**src/rtl/vsds_div.sv**
```systemverilog
// Pipelined restoring divider: overflow check stage, then one quotient bit per stage.
`timescale 1ns / 1ps
`default_nettype none
module vsds_div #(
    parameter int MAG_W  = 32,
    parameter int ROOT_W = 23,
    parameter int Q_W    = 16,
    parameter int SHIFT  = 8
) (
    input  wire logic              i_clk,
    input  wire logic              i_rst_n,
    input  wire logic              i_en,
    input  wire logic              i_valid,
    input  wire logic [MAG_W-1:0]  i_mag,
    input  wire logic [ROOT_W-1:0] i_root,
    input  wire logic              i_zero,
    output logic                   o_valid,
    output logic [Q_W-1:0]         o_quot,
    output logic                   o_ovf,
    output logic                   o_zero
);
    localparam int NW = MAG_W + SHIFT;
    localparam int DW = ((NW > ROOT_W + Q_W) ? NW : ROOT_W + Q_W) + 1;
    localparam int S  = Q_W + 1;

    logic [DW-1:0]     r_rem  [S];
    logic [ROOT_W-1:0] r_div  [S];
    logic [Q_W-1:0]    r_quot [S];
    logic [S-1:0]      r_ovf, r_zero, r_vld;
    logic [DW-1:0]     n_rem  [S];
    logic [Q_W-1:0]    n_quot [S];
    logic [DW-1:0]     c_num;

    assign c_num = DW'(i_mag) << SHIFT;

    always_comb begin
        logic [DW-1:0] c_dsh;
        n_rem[0]  = c_num;
        n_quot[0] = '0;
        for (int j = 1; j < S; j++) begin
            c_dsh     = DW'(r_div[j-1]) << (Q_W-j);
            n_quot[j] = r_quot[j-1];
            if (r_rem[j-1] >= c_dsh) begin
                n_rem[j]        = r_rem[j-1] - c_dsh;
                n_quot[j][Q_W-j] = 1'b1;
            end else begin
                n_rem[j] = r_rem[j-1];
            end
        end
    end

    always_ff @(posedge i_clk) begin
        if (!i_rst_n) begin
            r_vld <= '0;
        end else if (i_en) begin
            r_vld <= {r_vld[S-2:0], i_valid};
        end
    end

    always_ff @(posedge i_clk) begin
        if (i_en) begin
            r_div[0]  <= i_root;
            r_ovf[0]  <= c_num >= (DW'(i_root) << Q_W);
            r_zero[0] <= i_zero;
            for (int j = 0; j < S; j++) begin
                r_rem[j]  <= n_rem[j];
                r_quot[j] <= n_quot[j];
            end
            for (int j = 1; j < S; j++) begin
                r_div[j]  <= r_div[j-1];
                r_ovf[j]  <= r_ovf[j-1];
                r_zero[j] <= r_zero[j-1];
            end
        end
    end

    assign o_valid = r_vld[S-1];
    assign o_quot  = r_quot[S-1];
    assign o_ovf   = r_ovf[S-1];
    assign o_zero  = r_zero[S-1];
endmodule
`default_nettype wire

```
**config.mk**
```make
export PLATFORM = sky130hd
export DESIGN_NAME = vsds_div
export DESIGN_NICKNAME = d
export VERILOG_FILES = /design/src/rtl/vsds_div.sv
export SDC_FILE = /design/constraint.sdc
export NUM_CORES = 2
export LEC_CHECK = 0
export BUFFER_PORTS_ARGS = -buffer_cell sky130_fd_sc_hd__buf_4
export CORE_UTILIZATION = 65
export DETAILED_ROUTE_END_ITERATION = 8
export GPL_ROUTABILITY_DRIVEN = 0
export PLACE_DENSITY = 0.89
export SYNTH_ARGS = -nofsm -noshare
export SYNTH_HDL_FRONTEND = slang
export SYNTH_SLANG_ARGS = --single-unit
```
**constraint.sdc**
```tcl
create_clock -name i_clk -period 10.6 [get_ports i_clk]
set_clock_uncertainty 0.2 [all_clocks]
set_input_delay 0.53 -clock i_clk [delete_from_list [all_inputs] [get_ports i_clk]]
set_output_delay 0.53 -clock i_clk [all_outputs]
set_load 0.1 [all_outputs]
```
==> flow_summary.toml <==
[sta]
fin_tns_setup_ns = 0
finalCritPeriodShare_pct = 44.0
relSlewSlack_pct = 20.1
rsz0062_at_grt = "no"
max_freq_mhz = 214
fin_ws_ns = 5.94
finalMaxSlewViolations = 0
setup_viol = 0
worst_slew_pin_slew_ns = 1.17
period_needed_ns = 4.66
hold_viol_final = 0

[worst_setup_path]
cp.arrival_ns = 4.88
endpoint_kind = "flop"
critical_path_class = "reg -> reg"
crit_required_ns = 10.82
start_kind = "flop"
r2r_cells = 10
worstPathMaxFanout = 46

[drt]
ant_nets = 0
dr.pass1.iters = 8
dr_total_vias = 41900
viasPerCell = 6.20
wirelength_microns = 126000
drc = 0
avgRoutedWirePerCell_microns = 18.6
drt_iter0_drc = 3434

[logic_synthesis]
synth_nets = 5771
syn-cell-area_sq_mm = 0.0599
avgSynthCellArea_sq_um = 11.3
synthCells = 5306
synth_ff_type = "edfxtp_1"
synth_seq_area_share_pct = 55.4
yosysMostFrequentCell = "edfxtp_1"
yosys-top-cells-area = "edfxtp_1, ha_1, o21ai_0"
ys_async_sr_fraction_pct = 0
synth-edff-count = 1093
ys_types = 81
ys_seq_elements = 1110
yosys_warnings = 0
yosysTopAreaCell = "edfxtp_1"
synth_top_area_share_pct = 54.8
synth_top_cells_by_count = "edfxtp_1, inv_1, nand2_1"

[cts]
root_buffer = "clkbuf_16"
ctsResizeCount = 0
cts.sinks = 1110
cts_max_level = 3
insertion_delay_ns = 0.70
numCtsBuffers = 112
clockBufferDepth = 3
cts.clk_slew.worst_paths_ns = 0.06
cts_tree = "done"

[power_and_ir_drop]
p_leak_uw = 0.0259
power.density_mw_per_mm2 = 256
max-vdd-ir-drop_v = 0.000169
clockPowerShare_pct = 23.6
internal-power_uw = 11100
seq_power_share_pct = 39.7
comb_power_share_pct = 36.7
p_sw_share_pct = 34.7
p_switching_uw = 5890

[placement]
dp_slack_ns = 6.04
hpwl_microns = 86600
detailed_place.area_sq_mm = 0.0618
port_buffers = 78

[job]
maxCapViolCount = 0

[layout]
antennaDiodeCount = 0
drive_above_1_share_pct = 6.67
nets = 5949
n_fill_cell = 5424
area_growth_pct = 10.6
final_area_sq_mm = 0.0662

[hold_path]
worstHoldPathCells = 1
hp-class = "in -> reg"

[global_routing]
grt_pass1_vias = 42700
grt_pass1_wl_microns = 203000
grt_usage_pct = 26.7
antenna_found_initial = 0
grt_max_degree = 185
grt.overflow.total = 0

[floorplan]
rows = 110
num_io_pins = 79
initial_core_util_pct = 66.1
die_h_microns = 305
die_area_sq_mm = 0.0933
core_area_sq_mm = 0.0906
die_w_microns = 305

[status]
status = "finished clean"
==> layout by cell type (no fill, tap or decap), types with 58 or more instances in the layout <==
master,synthesis,final
nor2_1,312,312
xnor2_1,206,206
ha_1,390,390
o21ai_0,401,401
edfxtp_1,1093,1093
nand4_1,63,63
xor2_1,217,217
nand3_1,86,86
o21a_1,61,61
nand2_1,445,445
a21oi_1,364,361
buf_4,0,105
nand2b_1,58,58
nor2b_1,66,66
inv_1,501,501
dlygate4sd3_1,0,59
clkbuf_16,0,117
a21o_1,157,157
nor3_1,100,100
==> layout make-up <==
cell class                 instances  area [sq um]  share of cell area [%]
clock inverter                    65           682                    1.03
inverter                         502          1880                    2.85
sequential                      1110         33200                    50.1
clock buffer                     146          3080                    4.65
tap                             1176          1470                    2.22
multi-input combinational       3591         24500                    37.0
timing repair buffer             167          1430                    2.17
==> final timing paths <==
kind,end,startpoint,slack [ns]
worst min register to register,r_quot[1][75],r_quot[1][59],0.21
worst max-delay path,r_rem[0][489],r_rem[0][424],5.94
worst min-delay path,r_ovf[0],i_en,0.12
worst max register to register,r_rem[0][489],r_rem[0][424],5.94
==> power by group through the flow <==
stage | combinational [uW] | sequential, uW | clock [uW]
floorplan | 4650 | 6580 | 0
global placement | 5660 | 6720 | 0
detailed placement | 5950 | 6770 | 0
CTS | 6070 | 6690 | 4040
global route | 6810 | 6810 | 4210
finish | 6230 | 6730 | 4000
==> worst max-delay path, stage by stage (launching register included) <==
cell and delay (ns):
edfxtp_1 0.41, ha_1 0.43, nand4_1 0.26, a211oi_1 0.30, a221oi_1 0.24, o211ai_1 0.42, a31o_2 0.26, a31o_2 0.80
or4b_1 0.62, nor4_1 0.33, xor2_1 0.11
==> cell families (layout without fill, tap and decap cells) <==
kind of cell	after synthesis	after routing	share of synthesized area [%]
buffers and inverters	605	880	3.81
multiplexers	60	60	1.08
AO/OA/AOI/OAI	1319	1319	13.6
flip-flops	1110	1110	55.4
AND/OR/NAND/NOR	1384	1384	11.3
adder cells (fa/ha/maj)	405	405	8.65
XOR/XNOR	423	423	6.19
==> per-layer routing <==
metal / up-vias / global-route usage, % / share of wire, %
met4: 0 / 19.4 / 7.7
met5: - / 0 / 0
met1: 19700 / 25.1 / 34
met3: 551 / 3.11 / 4.4
met2: 1794 / 52.5 / 54
li1: 19900 / - / -
==> flip-flops by register name (all words and copies together) (netlist names) <==
name and count:
r_div 368, r_ovf 17, r_quot 136, r_rem 555, r_vld 17, r_zero 17
==> stage by stage <==
step           hold slack [ns]  power [uW]  util [%]  std cells
6_report                 0.121       17000      73.1       6757
5_1_grt                  0.212       17800      73.1       6757
4_1_cts                  0.209       16800      73.1       6757
3_5_place_dp             0.205       12700      68.3       6487
3_3_place_gp             0.200       12400      68.3       6487
2_1_floorplan            0.200       11200         -       5306
==> what timing repair did <==
action | in CTS | in global routing
hold buffers | 59 | 0
endpoints found under the hold margin | 74 | 0
buffers inserted | 0 | 0
No activity file was read; power rests on OpenSTA's default activity.
