--- config.mk ---
export PLATFORM = sky130hd
export DESIGN_NAME = vsds_sqrt
export DESIGN_NICKNAME = d
export VERILOG_FILES = /design/src/rtl/vsds_sqrt.sv
export SDC_FILE = /design/constraint.sdc
export NUM_CORES = 2
export LEC_CHECK = 0
export BUFFER_PORTS_ARGS = -buffer_cell sky130_fd_sc_hd__clkbuf_2
export CAP_MARGIN = 20
export CORE_ASPECT_RATIO = 0.9
export CORE_MARGIN = 5
export CORE_UTILIZATION = 60
export CTS_CLUSTER_DIAMETER = 40
export DETAILED_ROUTE_END_ITERATION = 16
export GPL_TIMING_DRIVEN = 0
export PLACE_DENSITY = 0.81
export SETUP_SLACK_MARGIN = 0.4
export SLEW_MARGIN = 15
export SYNTH_ARGS = -nofsm -noshare
export SYNTH_HDL_FRONTEND = slang
export SYNTH_SLANG_ARGS = --single-unit
--- constraint.sdc ---
create_clock -name i_clk -period 3.8 [get_ports i_clk]
set_input_delay 0.19 -clock i_clk [delete_from_list [all_inputs] [get_ports i_clk]]
set_output_delay 0.19 -clock i_clk [all_outputs]
set_load 0.05 [all_outputs]
--- src/rtl/vsds_sqrt.sv ---
// Pipelined integer square root, one result bit per stage, with a carried sideband.
`timescale 1ns / 1ps
`default_nettype none
module vsds_sqrt #(
    parameter int IN_W   = 46,
    parameter int SIDE_W = 33
) (
    input  wire logic              i_clk,
    input  wire logic              i_rst_n,
    input  wire logic              i_en,
    input  wire logic              i_valid,
    input  wire logic [IN_W-1:0]   i_rad,
    input  wire logic [SIDE_W-1:0] i_side,
    output logic                   o_valid,
    output logic [IN_W/2-1:0]      o_root,
    output logic [SIDE_W-1:0]      o_side
);
    localparam int K = IN_W / 2;

    logic [IN_W-1:0]   r_rad  [K];
    logic [IN_W-1:0]   r_root [K];
    logic [SIDE_W-1:0] r_side [K];
    logic [K-1:0]      r_vld;
    logic [IN_W-1:0]   n_rad  [K];
    logic [IN_W-1:0]   n_root [K];

    always_comb begin
        logic [IN_W-1:0] c_rad_in, c_root_in, c_bit, c_trial;
        for (int j = 0; j < K; j++) begin
            c_rad_in  = (j == 0) ? i_rad : r_rad[(j == 0) ? 0 : j-1];
            c_root_in = (j == 0) ? '0    : r_root[(j == 0) ? 0 : j-1];
            c_bit     = IN_W'(1) << (2*(K-1-j));
            c_trial   = c_root_in + c_bit;
            if (c_rad_in >= c_trial) begin
                n_rad[j]  = c_rad_in - c_trial;
                n_root[j] = (c_root_in >> 1) + c_bit;
            end else begin
                n_rad[j]  = c_rad_in;
                n_root[j] = c_root_in >> 1;
            end
        end
    end

    always_ff @(posedge i_clk) begin
        if (!i_rst_n) begin
            r_vld <= '0;
        end else if (i_en) begin
            r_vld <= {r_vld[K-2:0], i_valid};
        end
    end

    always_ff @(posedge i_clk) begin
        if (i_en) begin
            for (int j = 0; j < K; j++) begin
                r_rad[j]  <= n_rad[j];
                r_root[j] <= n_root[j];
                r_side[j] <= (j == 0) ? i_side : r_side[(j == 0) ? 0 : j-1];
            end
        end
    end

    assign o_valid = r_vld[K-1];
    assign o_root  = r_root[K-1][K-1:0];
    assign o_side  = r_side[K-1];
endmodule
`default_nettype wire

==> results.toml <==
[timing]
rsz0062_at_grt = "yes"
drv_slew = 0
hold_viol = 0
skew_ns = 0.04917
relSlewSlack = 0.2860
period_needed_ns = 3.339
fin_crit_sh = 0.8786
setup_viol = 0
tightest_slew_ns = 1.044
max_freq_ghz = 0.2995
setup-tns-final_ns = 0

[worst_setup_path]
worstPathRequired_ns = 4.47
crit_arrival_ns = 4.01
critPathLaunchType = "register"
critPathMaxFanout = 10
cp-end-kind = "register"
worstSetupPathType = "reg -> reg"

[routing]
avgViaCountPerCell = 5.812
vias = 48220
initialDrtViolationCount = 3790
drc = 0
avgRoutedWirePerCell_microns = 20.50
ant_nets = 0
dr.pass1.iters = 6
drt_wl_total_microns = 170100

[floorplanning]
dieHeight_microns = 368.4
die_area_sq_um = 150400
initial_utilization = 0.6040
die_width_microns = 408.2
std_cell_rows = 131
io_pins = 140
core_area_sq_um = 141800

[clock_network]
clkTransAtPathRegs_ns = 0.06
root_buffer = "clkbuf_16"
cts.sink_count = 2070
clockBufferDepth = 3
cts_tree = "done"
cts_made_buffers = 222
htreeDepth = 4
insertion_delay_ns = 0.84

[global_route]
grt.busiest_layer = "met2"
grtUsageMet1 = 0.2510
grt_use_total = 0.2254
grt_overflow_total = 0
use_met2 = 0.4249
grt_util_met3 = 0.04030
grt_pass1_vias = 49790
grt_max_degree = 112
grt_pass1_wl_microns = 268700
antenna_found_initial = 3

[outcome]
status = "finished, final reports clean"

[power_and_ir_drop]
total_power_w = 0.05953
p_per_area_nw_per_um2 = 601.5
leakagePower_nw = 36.57
ir_worst_vdd_v = 0.0004900

[synthesis]
synthFlopType = "edfxtp_1"
ys_seq_area_frac = 0.7232
synth-seq-cells = 2070
synth_nets = 6116
syn_area_per_cell_sq_um = 14.92
synth_edf_count = 2047
synth_area_sq_um = 85640
ys_types = 92
syn-instance-count = 5738
ys_async_sr_fraction = 0
yosysWarnings = 0

[place]
dpl.cell_count = 7761
routabilityCongestion = 1.000
io_buffer_count = 139
post-dp-hpwl_microns = 107200

[run]
maxCapViolations = 0

[final_layout]
area.growth.synth_to_final_pct = 15.56
nNetsFinal = 6622
layout_common_cells = "edfxtp_1 (2047), inv_1 (369), nor2_1 (318)"
final_util = 0.6980
drive_gt1_frac = 0.1267
finalNonFillerCells = 8296
fillers = 8806
final_common_cell = "edfxtp_1"

[min_path]
hold_path.class = "in -> reg"
-- synthesized netlist by cell type (all sizes together) (6+ instances only) --
library cell | instances | area, sq um
and4b | 9 | 90.09
o21ai | 231 | 1164
a21o | 79 | 593.1
or2 | 21 | 131.4
and3 | 21 | 131.4
nand2b | 60 | 375.4
o41ai | 6 | 60.06
a2111oi | 8 | 88.84
edfxtp | 2047 | 61470
and2 | 23 | 143.9
nor3b | 11 | 82.58
or4 | 56 | 431.7
nor4b | 25 | 219.0
nand2 | 309 | 1160
a311oi | 7 | 61.31
nand3b | 18 | 135.1
o2111ai | 13 | 113.9
nor2 | 322 | 1219
a21boi | 14 | 105.1
nor3 | 148 | 745.7
buf | 64 | 449.2
and4 | 8 | 70.07
o21a | 69 | 518.0
nor2b | 67 | 419.2
a21oi | 262 | 1311
o211ai | 21 | 157.7
nand3 | 75 | 375.4
a31oi | 25 | 156.4
or3 | 68 | 445.4
clkbuf | 64 | 240.2
nor4 | 156 | 1003
a211oi | 26 | 195.2
a211o | 8 | 70.07
xor2 | 215 | 1883
ha | 295 | 3691
o221ai | 9 | 78.83
dfxtp | 23 | 460.4
mux2i | 36 | 360.4
xnor2 | 213 | 1866
o31ai | 32 | 245.2
mux2 | 34 | 382.9
nand4 | 66 | 412.9
nand4b | 15 | 131.4
inv | 372 | 1396
o21bai | 20 | 150.1
-- critical path, cell delays in order (launching register included) --
cell      delay [ns]
edfxtp_1        0.48
or3_1           0.40
or3_1           0.55
nor3_4          0.35
a31oi_1         0.30
nand2_1         0.45
clkbuf_2        0.37
nor2_1          0.09
a21oi_1         0.17
-- power breakdown --
| group | switching, W | total (W) | internal (W) |
|---|---|---|---|
| combinational | 0.00479 | 0.00806 | 0.00327 |
| sequential | 0.00141 | 0.0293 | 0.0279 |
| clock | 0.00924 | 0.0221 | 0.0129 |
-- path summary, 6_finish.rpt --
check	from	to	slack [ns]	cells past startpoint
min reg2reg	r_side[1][65]	r_side[1][98]	0.41	0
min	i_side[17]	r_side[0][17]	0.06	2
max reg2reg	r_rad[1][127]	r_rad[1][172]	0.46	8
max	r_rad[1][127]	r_rad[1][172]	0.46	8
-- logic make-up after synthesis --
family	Yosys count	share of synthesized area
xor gates and xnor gates	428	0.04377
AOI/OAI and AO/OA	888	0.06569
DFF	2070	0.7232
and+or+nand+nor	1487	0.09124
muxes	70	0.008679
adders and majority gates	295	0.04310
buffers and inverters	500	0.02436
-- per-stage QoR --
stage	hold slack [ns]	instance area [sq um]	setup slack, ns
floorplan	0.2889	85640	0.6739
global placement	0.3674	88660	-31.55
detailed placement	0.3686	89260	-0.4288
CTS	0.0006068	98370	0.2260
global route	0.01958	98960	0.3747
finish	0.05751	98960	0.4613
-- state kept, by name, summed over array words and instances, names as in the netlist --
register  flops
r_root      276
r_vld        23
r_side      759
r_rad      1012
-- layer usage --
metal	wire length, microns	part of all wire
met5	13	0.000076
met4	7048	0.041
met3	9321	0.055
met2	92100	0.54
met1	61610	0.36
-- repair_timing --
action                                  CTS  global route
setup buffers                            21             6
endpoints found under the setup margin  326           283
resized for setup                        95           114
hold buffers                             93             0
gates cloned                              0             0
pin swaps                                11            18
hold endpoints to repair                131             0
-- final cells by class --
| type | count | area (sq um) | area share |
|---|---|---|---|
| multi-input combinational | 3168 | 22410 | 0.2265 |
| tap | 1862 | 2330 | 0.02354 |
| sequential | 2070 | 61930 | 0.6258 |
| inverter | 372 | 1400 | 0.01415 |
| timing repair buffer | 282 | 2466 | 0.02492 |
| clock inverter | 157 | 1971 | 0.01991 |
| clock buffer | 256 | 5683 | 0.05743 |
| buffer | 128 | 768.2 | 0.007763 |
| antenna | 1 | 2.502 | 0.00002529 |
Power figures use the tool's default switching activity.
