<file path="src/rtl/vsds_pkg.sv">
// Package of the volume sample shading unit: widths, register codes, config type.
`timescale 1ns / 1ps
`default_nettype none
package vsds_pkg;

    localparam int GRAD_BITS  = 16;
    localparam int FRAC_BITS  = 15;
    localparam int LIGHT_BITS = 16;
    localparam int LIGHT_FRAC = 14;
    localparam int MAG_FRAC   = 7;
    localparam int CFG_W      = 16;
    localparam int SHADE_W    = 16;
    localparam int ADDR_W     = 4;
    localparam int DATA_W     = 32;

    typedef enum logic [1:0] {
        REG_LIGHT_X = 2'd0,
        REG_LIGHT_Y = 2'd1,
        REG_LIGHT_Z = 2'd2,
        REG_AMBIENT = 2'd3
    } t_reg_idx;

    typedef struct packed {
        logic signed [LIGHT_BITS-1:0] light_x;
        logic signed [LIGHT_BITS-1:0] light_y;
        logic signed [LIGHT_BITS-1:0] light_z;
        logic        [CFG_W-1:0]      ambient_level;
    } t_cfg;

    localparam logic [LIGHT_BITS-1:0] RST_LIGHT_X = 16'hE000;
    localparam logic [LIGHT_BITS-1:0] RST_LIGHT_Y = 16'hE000;
    localparam logic [LIGHT_BITS-1:0] RST_LIGHT_Z = 16'hD2BF;
    localparam logic [CFG_W-1:0]      RST_AMBIENT = 16'd16384;

endpackage
`default_nettype wire

</file>
<file path="src/rtl/vsds_front.sv">
// Front stages: squares and light products, then sum of squares and |dot|.
`timescale 1ns / 1ps
`default_nettype none
module vsds_front #(
    parameter int GRAD_BITS = vsds_pkg::GRAD_BITS
) (
    input  wire logic                        i_clk,
    input  wire logic                        i_rst_n,
    input  wire logic                        i_en,
    input  wire logic                        i_valid,
    input  wire logic signed [GRAD_BITS-1:0] i_grad_x,
    input  wire logic signed [GRAD_BITS-1:0] i_grad_y,
    input  wire logic signed [GRAD_BITS-1:0] i_grad_z,
    input  wire vsds_pkg::t_cfg              i_cfg,
    output logic                             o_valid,
    output logic [2*GRAD_BITS-1:0]           o_sumsq,
    output logic [GRAD_BITS+vsds_pkg::LIGHT_BITS-1:0] o_mag,
    output logic                             o_zero
);
    localparam int SQ_W   = 2*GRAD_BITS;
    localparam int PROD_W = GRAD_BITS + vsds_pkg::LIGHT_BITS;
    localparam int DOT_W  = PROD_W + 2;

    logic signed [SQ_W-1:0]   c_sq_x, c_sq_y, c_sq_z;
    logic signed [PROD_W-1:0] c_lp_x, c_lp_y, c_lp_z;
    logic [SQ_W-1:0]          r_sq_x, r_sq_y, r_sq_z;
    logic signed [PROD_W-1:0] r_lp_x, r_lp_y, r_lp_z;
    logic                     r_zero1, r_vld1;
    logic signed [DOT_W-1:0]  c_dot, c_abs;
    logic [SQ_W-1:0]          n_sumsq, r_sumsq;
    logic [PROD_W-1:0]        n_mag, r_mag;
    logic                     r_zero2, r_vld2;

    always_comb begin
        c_sq_x = i_grad_x * i_grad_x;
        c_sq_y = i_grad_y * i_grad_y;
        c_sq_z = i_grad_z * i_grad_z;
        c_lp_x = $signed(i_cfg.light_x) * i_grad_x;
        c_lp_y = $signed(i_cfg.light_y) * i_grad_y;
        c_lp_z = $signed(i_cfg.light_z) * i_grad_z;
    end

    always_comb begin
        n_sumsq = r_sq_x + r_sq_y + r_sq_z;
        c_dot   = DOT_W'(r_lp_x) + DOT_W'(r_lp_y) + DOT_W'(r_lp_z);
        c_abs   = c_dot[DOT_W-1] ? -c_dot : c_dot;
        n_mag   = c_abs[PROD_W-1:0];
    end

    always_ff @(posedge i_clk) begin
        if (!i_rst_n) begin
            r_vld1 <= 1'b0;
            r_vld2 <= 1'b0;
        end else if (i_en) begin
            r_vld1 <= i_valid;
            r_vld2 <= r_vld1;
        end
    end

    always_ff @(posedge i_clk) begin
        if (i_en) begin
            r_sq_x  <= c_sq_x;
            r_sq_y  <= c_sq_y;
            r_sq_z  <= c_sq_z;
            r_lp_x  <= c_lp_x;
            r_lp_y  <= c_lp_y;
            r_lp_z  <= c_lp_z;
            r_zero1 <= (i_grad_x == '0) && (i_grad_y == '0) && (i_grad_z == '0);
            r_sumsq <= n_sumsq;
            r_mag   <= n_mag;
            r_zero2 <= r_zero1;
        end
    end

    assign o_valid = r_vld2;
    assign o_sumsq = r_sumsq;
    assign o_mag   = r_mag;
    assign o_zero  = r_zero2;
endmodule
`default_nettype wire

</file>
<file path="config.mk">
export PLATFORM = sky130hd
export DESIGN_NAME = vsds_front
export DESIGN_NICKNAME = d
export VERILOG_FILES = /design/src/rtl/vsds_pkg.sv /design/src/rtl/vsds_front.sv
export SDC_FILE = /design/constraint.sdc
export NUM_CORES = 2
export LEC_CHECK = 0
export BUFFER_PORTS_ARGS = -buffer_cell sky130_fd_sc_hd__buf_4
export CORE_ASPECT_RATIO = 1.5
export CORE_UTILIZATION = 43
export CTS_BUF_LIST = sky130_fd_sc_hd__clkbuf_8
export CTS_CLUSTER_DIAMETER = 50
export CTS_CLUSTER_SIZE = 20
export DETAILED_ROUTE_END_ITERATION = 12
export PLACE_DENSITY = 0.59
export RECOVER_POWER = 50
export REMOVE_ABC_BUFFERS = 1
export SKIP_LAST_GASP = 1
export SYNTH_ARGS = -nofsm -noshare
export SYNTH_HDL_FRONTEND = slang
export SYNTH_SLANG_ARGS = --single-unit
</file>
<file path="constraint.sdc">
create_clock -name i_clk -period 6.39 [get_ports i_clk]
set_input_delay 0 -clock i_clk [delete_from_list [all_inputs] [get_ports i_clk]]
set_output_delay 0 -clock i_clk [all_outputs]
set_load 0.01 [all_outputs]
</file>
==> reports/qor.yml <==
critical_path:
  regToRegSetupSlack_ns: 1.08
  crit_end: "r_sq_z[31]"
  crit_type: "in2reg"
  setup.worst_path.start: "i_grad_z[0]"
  cpPeakStageDelay_ns: 0.70
  r2r-start: "r_lp_x[1]"
  r2r-end: "o_mag[23]"
  end_kind: "flop"
  crit_arrival_ns: 6.54
  crit_buf_inv: 9
  crit_required_ns: 6.83
  cp.depth: 26
  rr_worst_depth: 13
  crit_path_start_kind: "primary input"
  crit_family: "adder cells"
  cp_common_cell: "inv_1"
  crit_fanout: 32
  slowest_stage: "dlygate4sd3_1"
cells_and_area:
  finish.utilization: 0.468
  final_common_cell: "inv_1"
  area_delta_synth_final_pct: 7.95
  drive_above_1_share: 0.0580
  most-common-layout-cells: "1828 x inv_1, 1550 x fa_1, 666 x nand2_1, 580 x ha_1, 488 x and2_1"
  fillers: 15200
  finalInstanceArea_um2: 74200
  fin_nets: 9485
floorplan:
  die-height_um: 492
  ios: 182
  die_w_um: 328
  coreArea_um2: 159000
  start_util: 0.433
  dieArea_um2: 161000
  rows: 179
placed_design:
  place_ws_ns: -0.0140
  io_buffers: 165
  dp_hpwl_um: 149000
  postPlaceCellArea_um2: 73300
  gp_congestion: 0.896
route:
  vias_per_cell: 5.07
  wl_met1_um: 62500
  vias: 47400
  dr.max_layer_used: "met5"
  detail-route-antenna-nets: 0
  wl_met3_um: 6230
  drc_errors: 76
  drt_iter0_markers: 2135
  route.met2.wl_um: 96500
  wl_per_cell_um: 18.8
  dr.pass1.iters: 9
  wl_um: 176000
timing:
  hold_viol_final: 0
  finalSetupViolations: 0
  fmaxAchievable_mhz: 164
  grt_setup_unrepaired: "no"
  fin_tns_setup_ns: 0
  relSlewSlack: -3.15
  drv_slew: 112
  layout_setup_ws_ns: 0.291
  worst_pin_slew_ns: 6.23
  skew_ns: 0.0309
  min_period_over_period: 0.955
  min_period_ns: 6.10
synth:
  synth-async-reset-ratio: 0
  syn-cell-area_um2: 68700
  ys_ff_latch: 257
  syn_inst: 7044
  synth-compound-area-share: 0.0582
  yosysSeqAreaShare: 0.112
  yosysWarnings: 0
  muxShareOfSynthArea: 0.000874
  yosys.area_share.simple: 0.120
  synth_edf_count: 255
  ys_types: 87
  synthAdderAreaFrac: 0.557
  synth_xor_area_frac: 0.0399
  synth_area_per_cell_um2: 9.75
  ys.flop_type: "edfxtp_1"
  synth_top_family_by_area: "adder cells"
cts:
  cts_tree: "yes"
  ctsHtreeMaxLevel: 2
  numCtsBuffers: 44
  clock_sinks: 257
  clkLatencyLatePin_ns: 0.67
  post_cts.repair.setup_buffers: 0
  cts_buffer_depth: 3
  root_buffer: "clkbuf_8"
  cts.clk_slew.worst_paths_ns: 0.09
run:
  drv_cap: 1
grt:
  track_usage: 0.228
  grt_pass1_vias: 53300
  overflow: 0
  grt_pass1_wl_um: 284000
  grt_max_degree: 148
  antenna_found_initial: 11
outcome:
  status: "finished with violations"
  violations: "design-rule violations, max-capacitance violations, max-slew violations"
min_path:
  hp-class: "in2reg"
==> state kept, by name, summed over array words and instances, names as in the netlist <==
register	cells
o_mag	32
o_sumsq	32
r_lp_x	32
r_lp_y	32
r_lp_z	32
r_sq_x	31
r_sq_y	31
r_sq_z	31
o_valid	1
o_zero	1
r_vld1	1
r_zero1	1
==> layer usage <==
layer | global-route usage | vias up
met2 | 0.430 | 933
met1 | 0.249 | 24600
met4 | 0.115 | 14
met3 | 0.0230 | 349
li1 | - | 21500
met5 | 0 | -
==> kinds of logic after synthesis <==
logic type | after synthesis
adders and majority gates | 2130
buffers and inverters | 2050
and+or+nand+nor | 1684
AOI/OAI and AO/OA | 603
xor gates and xnor gates | 313
DFF | 257
muxes | 6
other | 1
==> how the worst min path moves through the flow <==
stage | from | endpoint | slack, ns | cells after the start
5_1_grt | i_grad_y[0] | r_sq_y[2] | 0.04 | 2
2_1_floorplan | i_grad_x[0] | r_sq_x[0] | 0.1 | 0
4_1_cts | i_grad_x[15] | r_zero1 | 0.02 | 5
3_5_place_dp | i_rst_n | o_valid | 0.23 | 2
3_3_place_gp | i_rst_n | o_valid | 0.22 | 2
6_report | i_grad_y[0] | r_sq_y[2] | 0.05 | 2
==> Yosys cell counts (56+ instances only) <==
cell,count,area (µm²)
a21o_1,91,683
a21oi_1,185,926
and2_1,494,3090
clkbuf_1,215,807
edfxtp_1,255,7660
fa_1,1550,31000
ha_1,580,7260
inv_1,1824,6850
nand2_1,666,2500
nand3_1,56,280
nor2_1,245,920
o21ai_0,98,490
xnor2_1,245,2150
xor2_1,68,596
==> per-stage QoR <==
step	cells	hold slack [ns]
final	9359	0.0503
after detailed placement	9263	0.227
after CTS	9356	0.0172
after global placement	9263	0.224
after floorplan	6823	0.0989
after global routing	9358	0.0373
==> area by class of cell <==
cell class,count,area (µm²),area share
clock buffer,44,606,0.00816
multi-input combinational,4739,53300,0.719
inverter,1827,6860,0.0925
clock inverter,38,408,0.00550
timing repair buffer,370,2680,0.0361
tap,2081,2600,0.0351
antenna,3,7.51,0.000101
sequential,257,7700,0.104
==> timing repair <==
action | CTS | global route
hold buffers | 11 | 0
resized for setup | 0 | 1
endpoints found under the setup margin | 0 | 1
hold endpoints to repair | 120 | 0
Power is not shown: default switching activity piles up to over one toggle a cycle in this logic, so the estimate is an artifact.
