===== src/rtl/vsds_pkg.sv =====
// Package of the volume sample shading unit: widths, register codes, config type.
`timescale 1ns / 1ps
`default_nettype none
package vsds_pkg;

    localparam int GRAD_BITS  = 16;
    localparam int FRAC_BITS  = 15;
    localparam int LIGHT_BITS = 16;
    localparam int LIGHT_FRAC = 14;
    localparam int MAG_FRAC   = 7;
    localparam int CFG_W      = 16;
    localparam int SHADE_W    = 16;
    localparam int ADDR_W     = 4;
    localparam int DATA_W     = 32;

    typedef enum logic [1:0] {
        REG_LIGHT_X = 2'd0,
        REG_LIGHT_Y = 2'd1,
        REG_LIGHT_Z = 2'd2,
        REG_AMBIENT = 2'd3
    } t_reg_idx;

    typedef struct packed {
        logic signed [LIGHT_BITS-1:0] light_x;
        logic signed [LIGHT_BITS-1:0] light_y;
        logic signed [LIGHT_BITS-1:0] light_z;
        logic        [CFG_W-1:0]      ambient_level;
    } t_cfg;

    localparam logic [LIGHT_BITS-1:0] RST_LIGHT_X = 16'hE000;
    localparam logic [LIGHT_BITS-1:0] RST_LIGHT_Y = 16'hE000;
    localparam logic [LIGHT_BITS-1:0] RST_LIGHT_Z = 16'hD2BF;
    localparam logic [CFG_W-1:0]      RST_AMBIENT = 16'd16384;

endpackage
`default_nettype wire


===== src/rtl/vsds_shade.sv =====
// Ambient blend: clamp, scale by (1 - ambient), add ambient, saturate; output register.
`timescale 1ns / 1ps
`default_nettype none
module vsds_shade #(
    parameter int FRAC_BITS = vsds_pkg::FRAC_BITS
) (
    input  wire logic                          i_clk,
    input  wire logic                          i_rst_n,
    input  wire logic                          i_en,
    input  wire logic                          i_valid,
    input  wire logic [FRAC_BITS:0]            i_quot,
    input  wire logic                          i_ovf,
    input  wire logic                          i_zero,
    input  wire logic [vsds_pkg::CFG_W-1:0]    i_ambient,
    output logic                               o_valid,
    output logic [vsds_pkg::SHADE_W-1:0]       o_shade,
    output logic                               o_zero
);
    localparam int Q_W = FRAC_BITS + 1;
    localparam int AW  = (Q_W > vsds_pkg::CFG_W) ? Q_W : vsds_pkg::CFG_W;
    localparam logic [Q_W-1:0] ONE   = Q_W'(1) << FRAC_BITS;
    localparam logic [AW-1:0]  ONE_A = AW'(1) << FRAC_BITS;

    logic [AW-1:0]      c_amb_w;
    logic [Q_W-1:0]     c_amb, c_d;
    logic [2*Q_W-1:0]   r_prod;
    logic [Q_W-1:0]     r_amb;
    logic               r_zero_a, r_vld_a;
    logic [Q_W:0]       c_sum;
    logic [Q_W-1:0]     n_shade;
    logic [vsds_pkg::SHADE_W-1:0] r_shade;
    logic               r_zero_b, r_vld_b;

    always_comb begin
        c_amb_w = AW'(i_ambient);
        c_amb   = Q_W'((c_amb_w > ONE_A) ? ONE_A : c_amb_w);
        c_d     = (i_ovf || (i_quot > ONE)) ? ONE : i_quot;
    end

    always_comb begin
        c_sum = (Q_W+1)'(r_amb) + (Q_W+1)'(r_prod >> FRAC_BITS);
        if (r_zero_a || (c_sum > (Q_W+1)'(ONE))) begin
            n_shade = ONE;
        end else begin
            n_shade = c_sum[Q_W-1:0];
        end
    end

    always_ff @(posedge i_clk) begin
        if (!i_rst_n) begin
            r_vld_a <= 1'b0;
            r_vld_b <= 1'b0;
        end else if (i_en) begin
            r_vld_a <= i_valid;
            r_vld_b <= r_vld_a;
        end
    end

    always_ff @(posedge i_clk) begin
        if (i_en) begin
            r_prod   <= (ONE - c_amb) * c_d;
            r_amb    <= c_amb;
            r_zero_a <= i_zero;
            r_shade  <= vsds_pkg::SHADE_W'(n_shade);
            r_zero_b <= r_zero_a;
        end
    end

    assign o_valid = r_vld_b;
    assign o_shade = r_shade;
    assign o_zero  = r_zero_b;
endmodule
`default_nettype wire


===== config.mk =====
export PLATFORM = sky130hd
export DESIGN_NAME = vsds_shade
export DESIGN_NICKNAME = d
export VERILOG_FILES = /design/src/rtl/vsds_pkg.sv /design/src/rtl/vsds_shade.sv
export SDC_FILE = /design/constraint.sdc
export NUM_CORES = 1
export LEC_CHECK = 0
export ABC_CLOCK_PERIOD_IN_PS = 22800
export BUFFER_PORTS_ARGS = -buffer_cell sky130_fd_sc_hd__buf_2
export CAP_MARGIN = 25
export CELL_PAD_IN_SITES_DETAIL_PLACEMENT = 0
export CELL_PAD_IN_SITES_GLOBAL_PLACEMENT = 1
export CORE_ASPECT_RATIO = 2
export CORE_MARGIN = 4
export CORE_UTILIZATION = 36
export CTS_CLUSTER_DIAMETER = 200
export DETAILED_ROUTE_END_ITERATION = 16
export PLACE_DENSITY = 0.65
export SYNTH_ARGS = -nofsm -noshare
export SYNTH_HDL_FRONTEND = slang
export SYNTH_SLANG_ARGS = --single-unit

===== constraint.sdc =====
create_clock -name i_clk -period 22.8 [get_ports i_clk]
set_clock_uncertainty 0.05 [all_clocks]
set_input_delay 1.14 -clock i_clk [delete_from_list [all_inputs] [get_ports i_clk]]
set_output_delay 1.14 -clock i_clk [all_outputs]
set_load 0.01 [all_outputs]

==> impl_metrics.yaml, run 1 <==
floorplanning:
  core.rowCount: 97
  die_area_um2: 38900
  core_area_um2: 35100
  start_util_pct: 36.5
  num_io_pins: 56
  die-height_um: 275
  die_w_um: 141
global_route:
  grt_pass1_vias: 10900
  grt_pass1_wl_mm: 63.4
  grt_overflow_total: 0
  grt_use_total_pct: 22.1
  grt_max_degree: 52
  antenna_found_initial: 0
detailed_routing:
  drt_first_pass_iters: 5
  vias_per_cell: 5.04
  drc: 0
  antenna_left: 0
  drt_iter0_drc: 494
  vias: 9533
  wirelength_mm: 41.1
  wl_per_cell_um: 21.7
clock_tree:
  root_buffer: "clkbuf_16"
  clkTransAtPathRegs_ps: 80
  clock_sinks: 53
  cts_buffers: 5
  htree_levels: 2
  cts_tree: "built"
  clkLatencyLatePin_ps: 300
  cts-resized-gates: 0
  cts_buffer_depth: 2
  post_cts_buffers: 0
  ctsHoldBuffers: 0
critical_path:
  ff2ff_path_depth: 11
  arrival_ps: 9600
  crit_fanout: 33
  slowest_delay_ps: 690
  worst_setup_path_end_kind: "flop"
  crit_end: "r_prod[29]"
  crit_buf_inv: 5
  critPathLaunchType: "primary input"
  cp.depth: 25
  r2r-start: "r_amb[0]"
  crit_path_frequent_cell: "fa_1"
  critPathTopFamily: "adder cells"
  rr_endpoint: "o_shade[4]"
  r2r_slack_ps: 19480
  crit_start: "i_ambient[15]"
  crit_type: "in2reg"
  critPathRequiredTime_ps: 22850
  crit_slowest_cell: "xor2_1"
yosys:
  synthesis.nets: 1806
  ys_types: 71
  postSynthCellCount: 1410
  avgSynthCellArea_um2: 9.09
  synth-main-ff-cell: "edfxtp_1"
  ys_ff_latch: 53
  synth_edf_count: 51
  async_reset_ff_share_pct: 0
  yosysSeqAreaShare_pct: 12.3
  yosys_warnings: 0
  synth_area_um2: 12800
sta:
  post-route-min-period_ps: 9550
  fin_crit_sh_pct: 41.9
  slew_headroom_pct: 36.1
  worstMarginPinSlew_ps: 957
  finalHoldViolCount: 0
  setup_viol: 0
  max_freq_ghz: 0.105
  drv_slew: 0
  rsz0062_at_grt: "false"
  setup-tns-final_ps: 0
layout:
  finish.utilization_pct: 39.3
  fillers: 3561
  nNetsFinal: 1841
  final_cell_mix: "inv_1, fa_1, nor2_1, nand2_1, ha_1"
  antenna_cells: 0
  drive_gt1_share_pct: 7.61
  final_common_cell: "inv_1"
  area.growth.synth_to_final_pct: 7.47
power:
  p_per_area_nw_per_um2: 56.3
  vdd_ir_drop_max_uv: 40.2
  p_leak_uw: 0.00692
  power_uw: 775
run_status:
  run_status: "finished, final reports clean"
place:
  place_congestion: 0.955
  dp_hpwl_mm: 35.5
  portBuffers: 55
hold_path:
  hold_path_class: "reg2reg"
flow_run:
  maxCapViolations: 0
logic make-up after synthesis:
family                   Yosys count  synth area share (%)
flip-flops                        53                  12.3
XOR/XNOR                          56                  4.03
buffers and inverters            382                  11.2
multiplexers                       3                 0.234
AO/OA/AOI/OAI                     94                  5.44
adder cells (fa/ha/maj)          363                  50.6
AND/OR/NAND/NOR                  459                  16.2
power breakdown:
group          switching, uW  internal, uW  total (uW)
clock network           37.1          41.5        78.6
logic                    325           214         538
registers               10.4           148         158
total                    372           403         775
per-layer routing:
| metal | vias to the layer above | track usage (%) | part of all wire [%] |
|---|---|---|---|
| li1 | 4335 | - | - |
| met1 | 4830 | 20.7 | 32 |
| met2 | 253 | 43.4 | 56 |
| met3 | 115 | 1.18 | 2.7 |
| met4 | 0 | 17.0 | 10 |
| met5 | - | 0 | 0 |
how the worst min path moves through the flow:
stage	startpoint	endpoint	depth (start not counted)
after floorplan	r_zero_a	o_zero	0
after global placement	r_zero_a	o_zero	0
after detailed placement	r_zero_a	o_zero	0
after CTS	r_zero_a	o_zero	0
after global routing	r_zero_a	o_zero	0
final	r_zero_a	o_zero	0
registers in the layout (all words and copies together) (netlist names):
name / count
r_vld_a: 1
r_zero_a: 1
o_shade: 16
o_zero: 1
o_valid: 1
r_prod: 17
r_amb: 16
cell type report:
type | count | area (um^2) | area share [%]
multi-input combinational | 975 | 9810 | 71.2
sequential | 53 | 1570 | 11.4
inverter | 334 | 1250 | 9.10
tap | 445 | 557 | 4.04
timing repair buffer | 76 | 433 | 3.14
clock buffer | 5 | 125 | 0.908
clock inverter | 3 | 26.3 | 0.191
metrics by stage:
step           setup slack [ps]  cell area [um^2]  instances  hold WS (ps)
2_1_floorplan             14130             12800       1410           377
3_3_place_gp              12950             13600       1882           401
3_5_place_dp              13000             13600       1883           403
4_1_cts                   13290             13800       1891           420
5_1_grt                   12780             13800       1891           436
6_report                  13250             13800       1891           416
synthesized netlist by cell type (all sizes together) (4+ instances only):
cell type / count / area (um^2)
inv: 334 / 1250
fa: 260 / 5200
nor2: 186 / 698
nand2: 138 / 536
ha: 98 / 1230
edfxtp: 51 / 1530
clkbuf: 45 / 169
xnor2: 39 / 349
nor2b: 22 / 138
a21oi: 21 / 109
and3: 19 / 119
o21ai: 18 / 90.1
nand2b: 17 / 106
xor2: 17 / 168
and2: 15 / 93.8
nand3: 13 / 65.1
nor3: 12 / 60.1
nor4: 12 / 75.1
a21o: 8 / 60.1
or3: 7 / 53.8
a211oi: 6 / 50.1
maj3: 5 / 50.1
o21a: 5 / 37.5
or2: 5 / 31.3
a31oi: 4 / 31.3
(Power assumes the default switching activity.)
==> run 2, diff against run 1 <==
--- a/config.mk
+++ b/config.mk
@@ -5,7 +5,7 @@
 export SDC_FILE = /design/constraint.sdc
 export NUM_CORES = 1
 export LEC_CHECK = 0
-export ABC_CLOCK_PERIOD_IN_PS = 22800
+export ABC_CLOCK_PERIOD_IN_PS = 7800
 export BUFFER_PORTS_ARGS = -buffer_cell sky130_fd_sc_hd__buf_2
 export CAP_MARGIN = 25
 export CELL_PAD_IN_SITES_DETAIL_PLACEMENT = 0
@@ -15,7 +15,7 @@
 export CORE_UTILIZATION = 36
 export CTS_CLUSTER_DIAMETER = 200
 export DETAILED_ROUTE_END_ITERATION = 16
-export PLACE_DENSITY = 0.65
+export PLACE_DENSITY = 0.67
 export SYNTH_ARGS = -nofsm -noshare
 export SYNTH_HDL_FRONTEND = slang
 export SYNTH_SLANG_ARGS = --single-unit
==> constraint.sdc (replaced) <==
create_clock -name i_clk -period 7.8 [get_ports i_clk]
set_clock_uncertainty 0.05 [all_clocks]
set_input_delay 0.39 -clock i_clk [delete_from_list [all_inputs] [get_ports i_clk]]
set_output_delay 0.39 -clock i_clk [all_outputs]
set_load 0.01 [all_outputs]
==> run 2 against run 1 <==
  * Combinational power rose to 3.2 times the previous value
  * Largest power group unchanged
  * Non-clock buffer count rose by 99
  * Global-route usage is 0.51 points lower
==> impl_metrics.yaml, run 2 (synthesized netlist as in run 1, its figures left out) <==
place:
  placedCellCount: 1980
  portBuffers: 55
  place_congestion: 0.943
  dp_hpwl_mm: 35.9
global_route:
  grt_pass1_vias: 11200
  grt_overflow_total: 0
  grt_use_total_pct: 21.6
  grt_max_degree: 54
  grt_pass1_wl_mm: 62.5
  antenna_found_initial: 0
clock_tree:
  cts_buffers: 5
  cts_tree: "built"
  clock_sinks: 53
  cts_buffer_depth: 2
  htree_levels: 2
  root_buffer: "clkbuf_16"
  clkLatencyLatePin_ps: 290
  clkTransAtPathRegs_ps: 70
sta:
  slew_headroom_pct: 50.0
  drv_slew: 0
  setup_viol: 0
  fin_crit_sh_pct: 97.2
  max_freq_ghz: 0.132
  rsz0062_at_grt: "true"
  post-route-min-period_ps: 7580
  finalHoldViolCount: 0
  worstMarginPinSlew_ps: 748
critical_path:
  critPathRequiredTime_ps: 7780
  crit_slowest_cell: "fa_1"
  crit_path_frequent_cell: "fa_1"
  slowest_delay_ps: 550
  critPathLaunchType: "primary input"
  ff2ff_path_depth: 11
  crit_fanout: 8
  worst_setup_path_end_kind: "flop"
  arrival_ps: 7560
  crit_type: "in2reg"
detailed_routing:
  vias: 9908
  wl_per_cell_um: 20.3
  drc: 0
  drt_first_pass_iters: 5
  wirelength_mm: 40.3
  vias_per_cell: 4.98
  drt_iter0_drc: 350
  antenna_left: 0
flow_run:
  maxCapViolations: 0
power:
  power.internal_uw: 1290
  power_uw: 2410
  p_per_area_nw_per_um2: 164
  comb_power_share_pct: 71.7
  vdd_ir_drop_max_uv: 146
  switchingPower_uw: 1110
  p_leak_uw: 0.00745
  switching_share_pct: 46.2
  clkPwrFrac_pct: 9.1
  power_frac_seq_pct: 19.2
floorplanning:
  core_area_um2: 35100
  core.rowCount: 97
  num_io_pins: 56
  start_util_pct: 36.5
  die_area_um2: 38900
  die_w_um: 141
  die-height_um: 275
hold_path:
  min_path_cells: 1
  hold_path_class: "in2reg"
layout:
  nNetsFinal: 1940
  largest_register_ff_count: 17
  area.growth.synth_to_final_pct: 14.9
  layoutNonFillerInstCount: 1990
  final_common_cell: "inv_1"
  final_cell_mix: "inv_1, fa_1, nor2_1, nand2_1, buf_4"
  drive_gt1_share_pct: 15.0
  antenna_cells: 0
  top_register: "r_prod"
run_status:
  run_status: "finished, final reports clean"
run 2: stage by stage:
stage | area, um^2 | setup WS (ps) | hold WS, ps | utilization, % | TNS (ps)
2_1_floorplan | 12800 | 64.7 | 377 | - | 0
3_3_place_gp | 14400 | -171 | 396 | 41.1 | -435
3_5_place_dp | 14400 | -337 | 399 | 41.1 | -995
4_1_cts | 14600 | 22.0 | 212 | 41.6 | 0
5_1_grt | 14700 | -74.0 | 212 | 42.0 | -102
6_report | 14700 | 219 | 223 | 42.0 | 0
run 2: final cells by class:
type	instances	area [um^2]
Fill cell	3484	20400
Multi-Input combinational cell	975	9950
Sequential cell	53	1570
Inverter	334	1250
Timing Repair Buffer	175	1240
Tap cell	445	557
Clock buffer	5	125
Clock inverter	3	22.5
run 2: per-layer routing:
layer  GRT usage [%]  wire length (um)
met1            18.7             11700
met3            1.32              1080
met5               0                 0
met2            43.2             22900
met4            18.2              4580
run 2: power groups by stage:
stage / combinational, uW / clock, uW / sequential [uW]
global placement: 1670 / 0 / 467
CTS: 1700 / 228 / 464
detailed placement: 1680 / 0 / 469
floorplan: 1110 / 0 / 469
global route: 1950 / 240 / 470
finish: 1730 / 220 / 462
run 2: final timing paths:
path | startpoint | endpoint | slack [ps]
worst max-delay path | i_ambient[9] | r_prod[31] | 220
worst min-delay path | i_zero | r_zero_a | 220
worst max register to register | r_prod[15] | o_shade[4] | 4410
worst min register to register | r_zero_a | o_zero | 420
run 2: timing repair:
action,4_1_cts,5_1_grt
pin swaps,1,12
hold buffers,0,0
buffers inserted,1,1
setup endpoints to repair,1,6
gates resized for setup,0,25
hold endpoints to repair,0,0
run 2: worst max-delay path: cells and delay by family:
kind	cells	cell delay [ps]
AO/OA/AOI/OAI	7	1570
XOR/XNOR	2	240
adder cells (fa/ha/maj)	7	2910
buffers and inverters	8	920
AND/OR/NAND/NOR	7	1530
==> run 3, diff against run 2 <==
--- a/config.mk
+++ b/config.mk
@@ -5,7 +5,7 @@
 export SDC_FILE = /design/constraint.sdc
 export NUM_CORES = 1
 export LEC_CHECK = 0
-export ABC_CLOCK_PERIOD_IN_PS = 7800
+export ABC_CLOCK_PERIOD_IN_PS = 8900
 export BUFFER_PORTS_ARGS = -buffer_cell sky130_fd_sc_hd__buf_2
 export CAP_MARGIN = 25
 export CELL_PAD_IN_SITES_DETAIL_PLACEMENT = 0
@@ -15,7 +15,7 @@
 export CORE_UTILIZATION = 36
 export CTS_CLUSTER_DIAMETER = 200
 export DETAILED_ROUTE_END_ITERATION = 16
-export PLACE_DENSITY = 0.67
+export PLACE_DENSITY = 0.65
 export SYNTH_ARGS = -nofsm -noshare
 export SYNTH_HDL_FRONTEND = slang
 export SYNTH_SLANG_ARGS = --single-unit
==> constraint.sdc (replaced) <==
create_clock -name i_clk -period 8.9 [get_ports i_clk]
set_clock_uncertainty 0.05 [all_clocks]
set_input_delay 0.445 -clock i_clk [delete_from_list [all_inputs] [get_ports i_clk]]
set_output_delay 0.445 -clock i_clk [all_outputs]
set_load 0.01 [all_outputs]
==> run 3 against run 2 <==
  * Sequential power decreased by 12%
  * Combinational power is 20% lower
  * Global-route usage decreased by 0.23 points
  * First-iteration DRC count is 21% higher
  * Via count down 2.1%
  * Worst hold slack better by 48 ps
  * Largest power group unchanged
==> impl_metrics.yaml, run 3 (synthesized netlist as in run 1, its figures left out) <==
run_status:
  run_status: "finished, final reports clean"
detailed_routing:
  drc: 0
  drt_iter0_drc: 424
  vias_per_cell: 5.08
  antenna_left: 0
  vias: 9704
  wirelength_mm: 39.8
  wl_per_cell_um: 20.9
  drt_first_pass_iters: 4
power:
  power_uw: 2010
  p_per_area_nw_per_um2: 144
  vdd_ir_drop_max_uv: 99.9
  p_leak_uw: 0.00702
layout:
  drive_gt1_share_pct: 8.61
  nNetsFinal: 1859
  antenna_cells: 0
  fillers: 3610
  final_common_cell: "inv_1"
  area.growth.synth_to_final_pct: 8.73
  final_cell_mix: "inv_1, fa_1, nor2_1, nand2_1, ha_1"
  largest_register_ff_count: 17
  final_area_um2: 13900
  top_register: "r_prod"
floorplanning:
  die_area_um2: 38900
  start_util_pct: 36.5
  core.rowCount: 97
  die-height_um: 275
  die_w_um: 141
  num_io_pins: 56
  core_area_um2: 35100
sta:
  fin_crit_sh_pct: 91.1
  slew_headroom_pct: 45.9
  rsz0062_at_grt: "false"
  worstMarginPinSlew_ps: 803
  finalHoldViolCount: 0
  setup-tns-final_ps: 0
  setup_viol: 0
  max_freq_ghz: 0.123
  setup_ws_ps: 792
  post-route-min-period_ps: 8110
  drv_slew: 0
clock_tree:
  htree_levels: 2
  cts_buffer_depth: 2
  cts-resized-gates: 0
  clkTransAtPathRegs_ps: 70
  clkLatencyLatePin_ps: 300
  post_cts_buffers: 0
  root_buffer: "clkbuf_16"
  ctsHoldBuffers: 0
  cts_tree: "built"
  clock_sinks: 53
  cts_buffers: 5
place:
  dpl_cell_area_um2: 13800
  place_congestion: 0.934
  dp_hpwl_mm: 34.8
  portBuffers: 55
  dp_slack_ps: 509
critical_path:
  crit_end: "r_prod[24]"
  crit_fanout: 6
  worst_setup_path_end_kind: "flop"
  critPathRequiredTime_ps: 8890
  r2r-start: "r_prod[15]"
  rr_endpoint: "o_shade[4]"
  crit_start: "i_ambient[5]"
  ff2ff_path_depth: 11
  crit_type: "in2reg"
  critPathLaunchType: "primary input"
  r2r_slack_ps: 5490
  arrival_ps: 8100
global_route:
  antenna_found_initial: 0
  grt_use_total_pct: 21.3
  grt_pass1_wl_mm: 62.0
  grt_max_degree: 52
  grt_overflow_total: 0
  grt_pass1_vias: 11100
hold_path:
  hold_path_class: "in2reg"
flow_run:
  maxCapViolations: 0
run 3: changes by cell type in the layout (fill, tap and decap cells not counted), sizes merged:
cell,previous run,this run
buf,175,94
clkinv,3,1
bufinv,0,1
clkbuf,5,6
run 3: final cells by class:
type / instances / area (um^2) / area share (%)
clock inverter: 2 / 38.8 / 0.278
tap: 445 / 557 / 4.00
clock buffer: 6 / 129 / 0.925
sequential: 53 / 1570 / 11.3
multi-input combinational: 975 / 9800 / 70.4
inverter: 334 / 1250 / 9.00
timing repair buffer: 94 / 581 / 4.17
run 3: stage by stage:
step | hold slack [ps] | util [%] | cells
6_report | 271 | 39.7 | 1909
2_1_floorplan | 377 | - | 1410
3_3_place_gp | 399 | 39.3 | 1901
5_1_grt | 263 | 39.7 | 1909
3_5_place_dp | 420 | 39.3 | 1901
4_1_cts | 262 | 39.7 | 1909
run 3: worst min path at each step:
stage	start	endpoint	slack (ps)	cells after the start
floorplan	r_zero_a	o_zero	380	0
global placement	r_zero_a	o_zero	400	0
detailed placement	r_zero_a	o_zero	420	0
CTS	i_zero	r_zero_a	260	1
global route	i_zero	r_zero_a	260	1
finish	i_zero	r_zero_a	270	1
run 3: routing by layer:
| metal | global-route usage (%) | up-vias | share of wire, % |
|---|---|---|---|
| met4 | 15.8 | 0 | 9.8 |
| li1 | - | 4374 | - |
| met5 | 0 | - | 0 |
| met1 | 19.7 | 4915 | 31 |
| met3 | 1.55 | 149 | 2.5 |
| met2 | 42.4 | 266 | 57 |
run 3: power breakdown:
group / switching (uW) / internal, uW
Sequential: 28.2 / 379
Combinational: 828 / 549
Clock: 89.3 / 134
Total: 945 / 1060
run 3: critical path, stage by stage:
cell and delay [ps]:
buf_2 130, nor4_1 460, nand4_1 330, or3_4 450, nand2_4 110, nand2_2 70, nand2_4 120, xnor2_2 230
nor2_1 150, fa_1 550, inv_1 50, fa_1 400, fa_1 520, fa_1 540, inv_1 50, fa_1 470
inv_1 50, fa_1 470, inv_1 40, ha_1 280, a21oi_1 60, o21ai_0 640, a311o_1 270, a31oi_2 190
or3b_1 460, a21boi_2 250, o22ai_1 130, xnor2_1 140
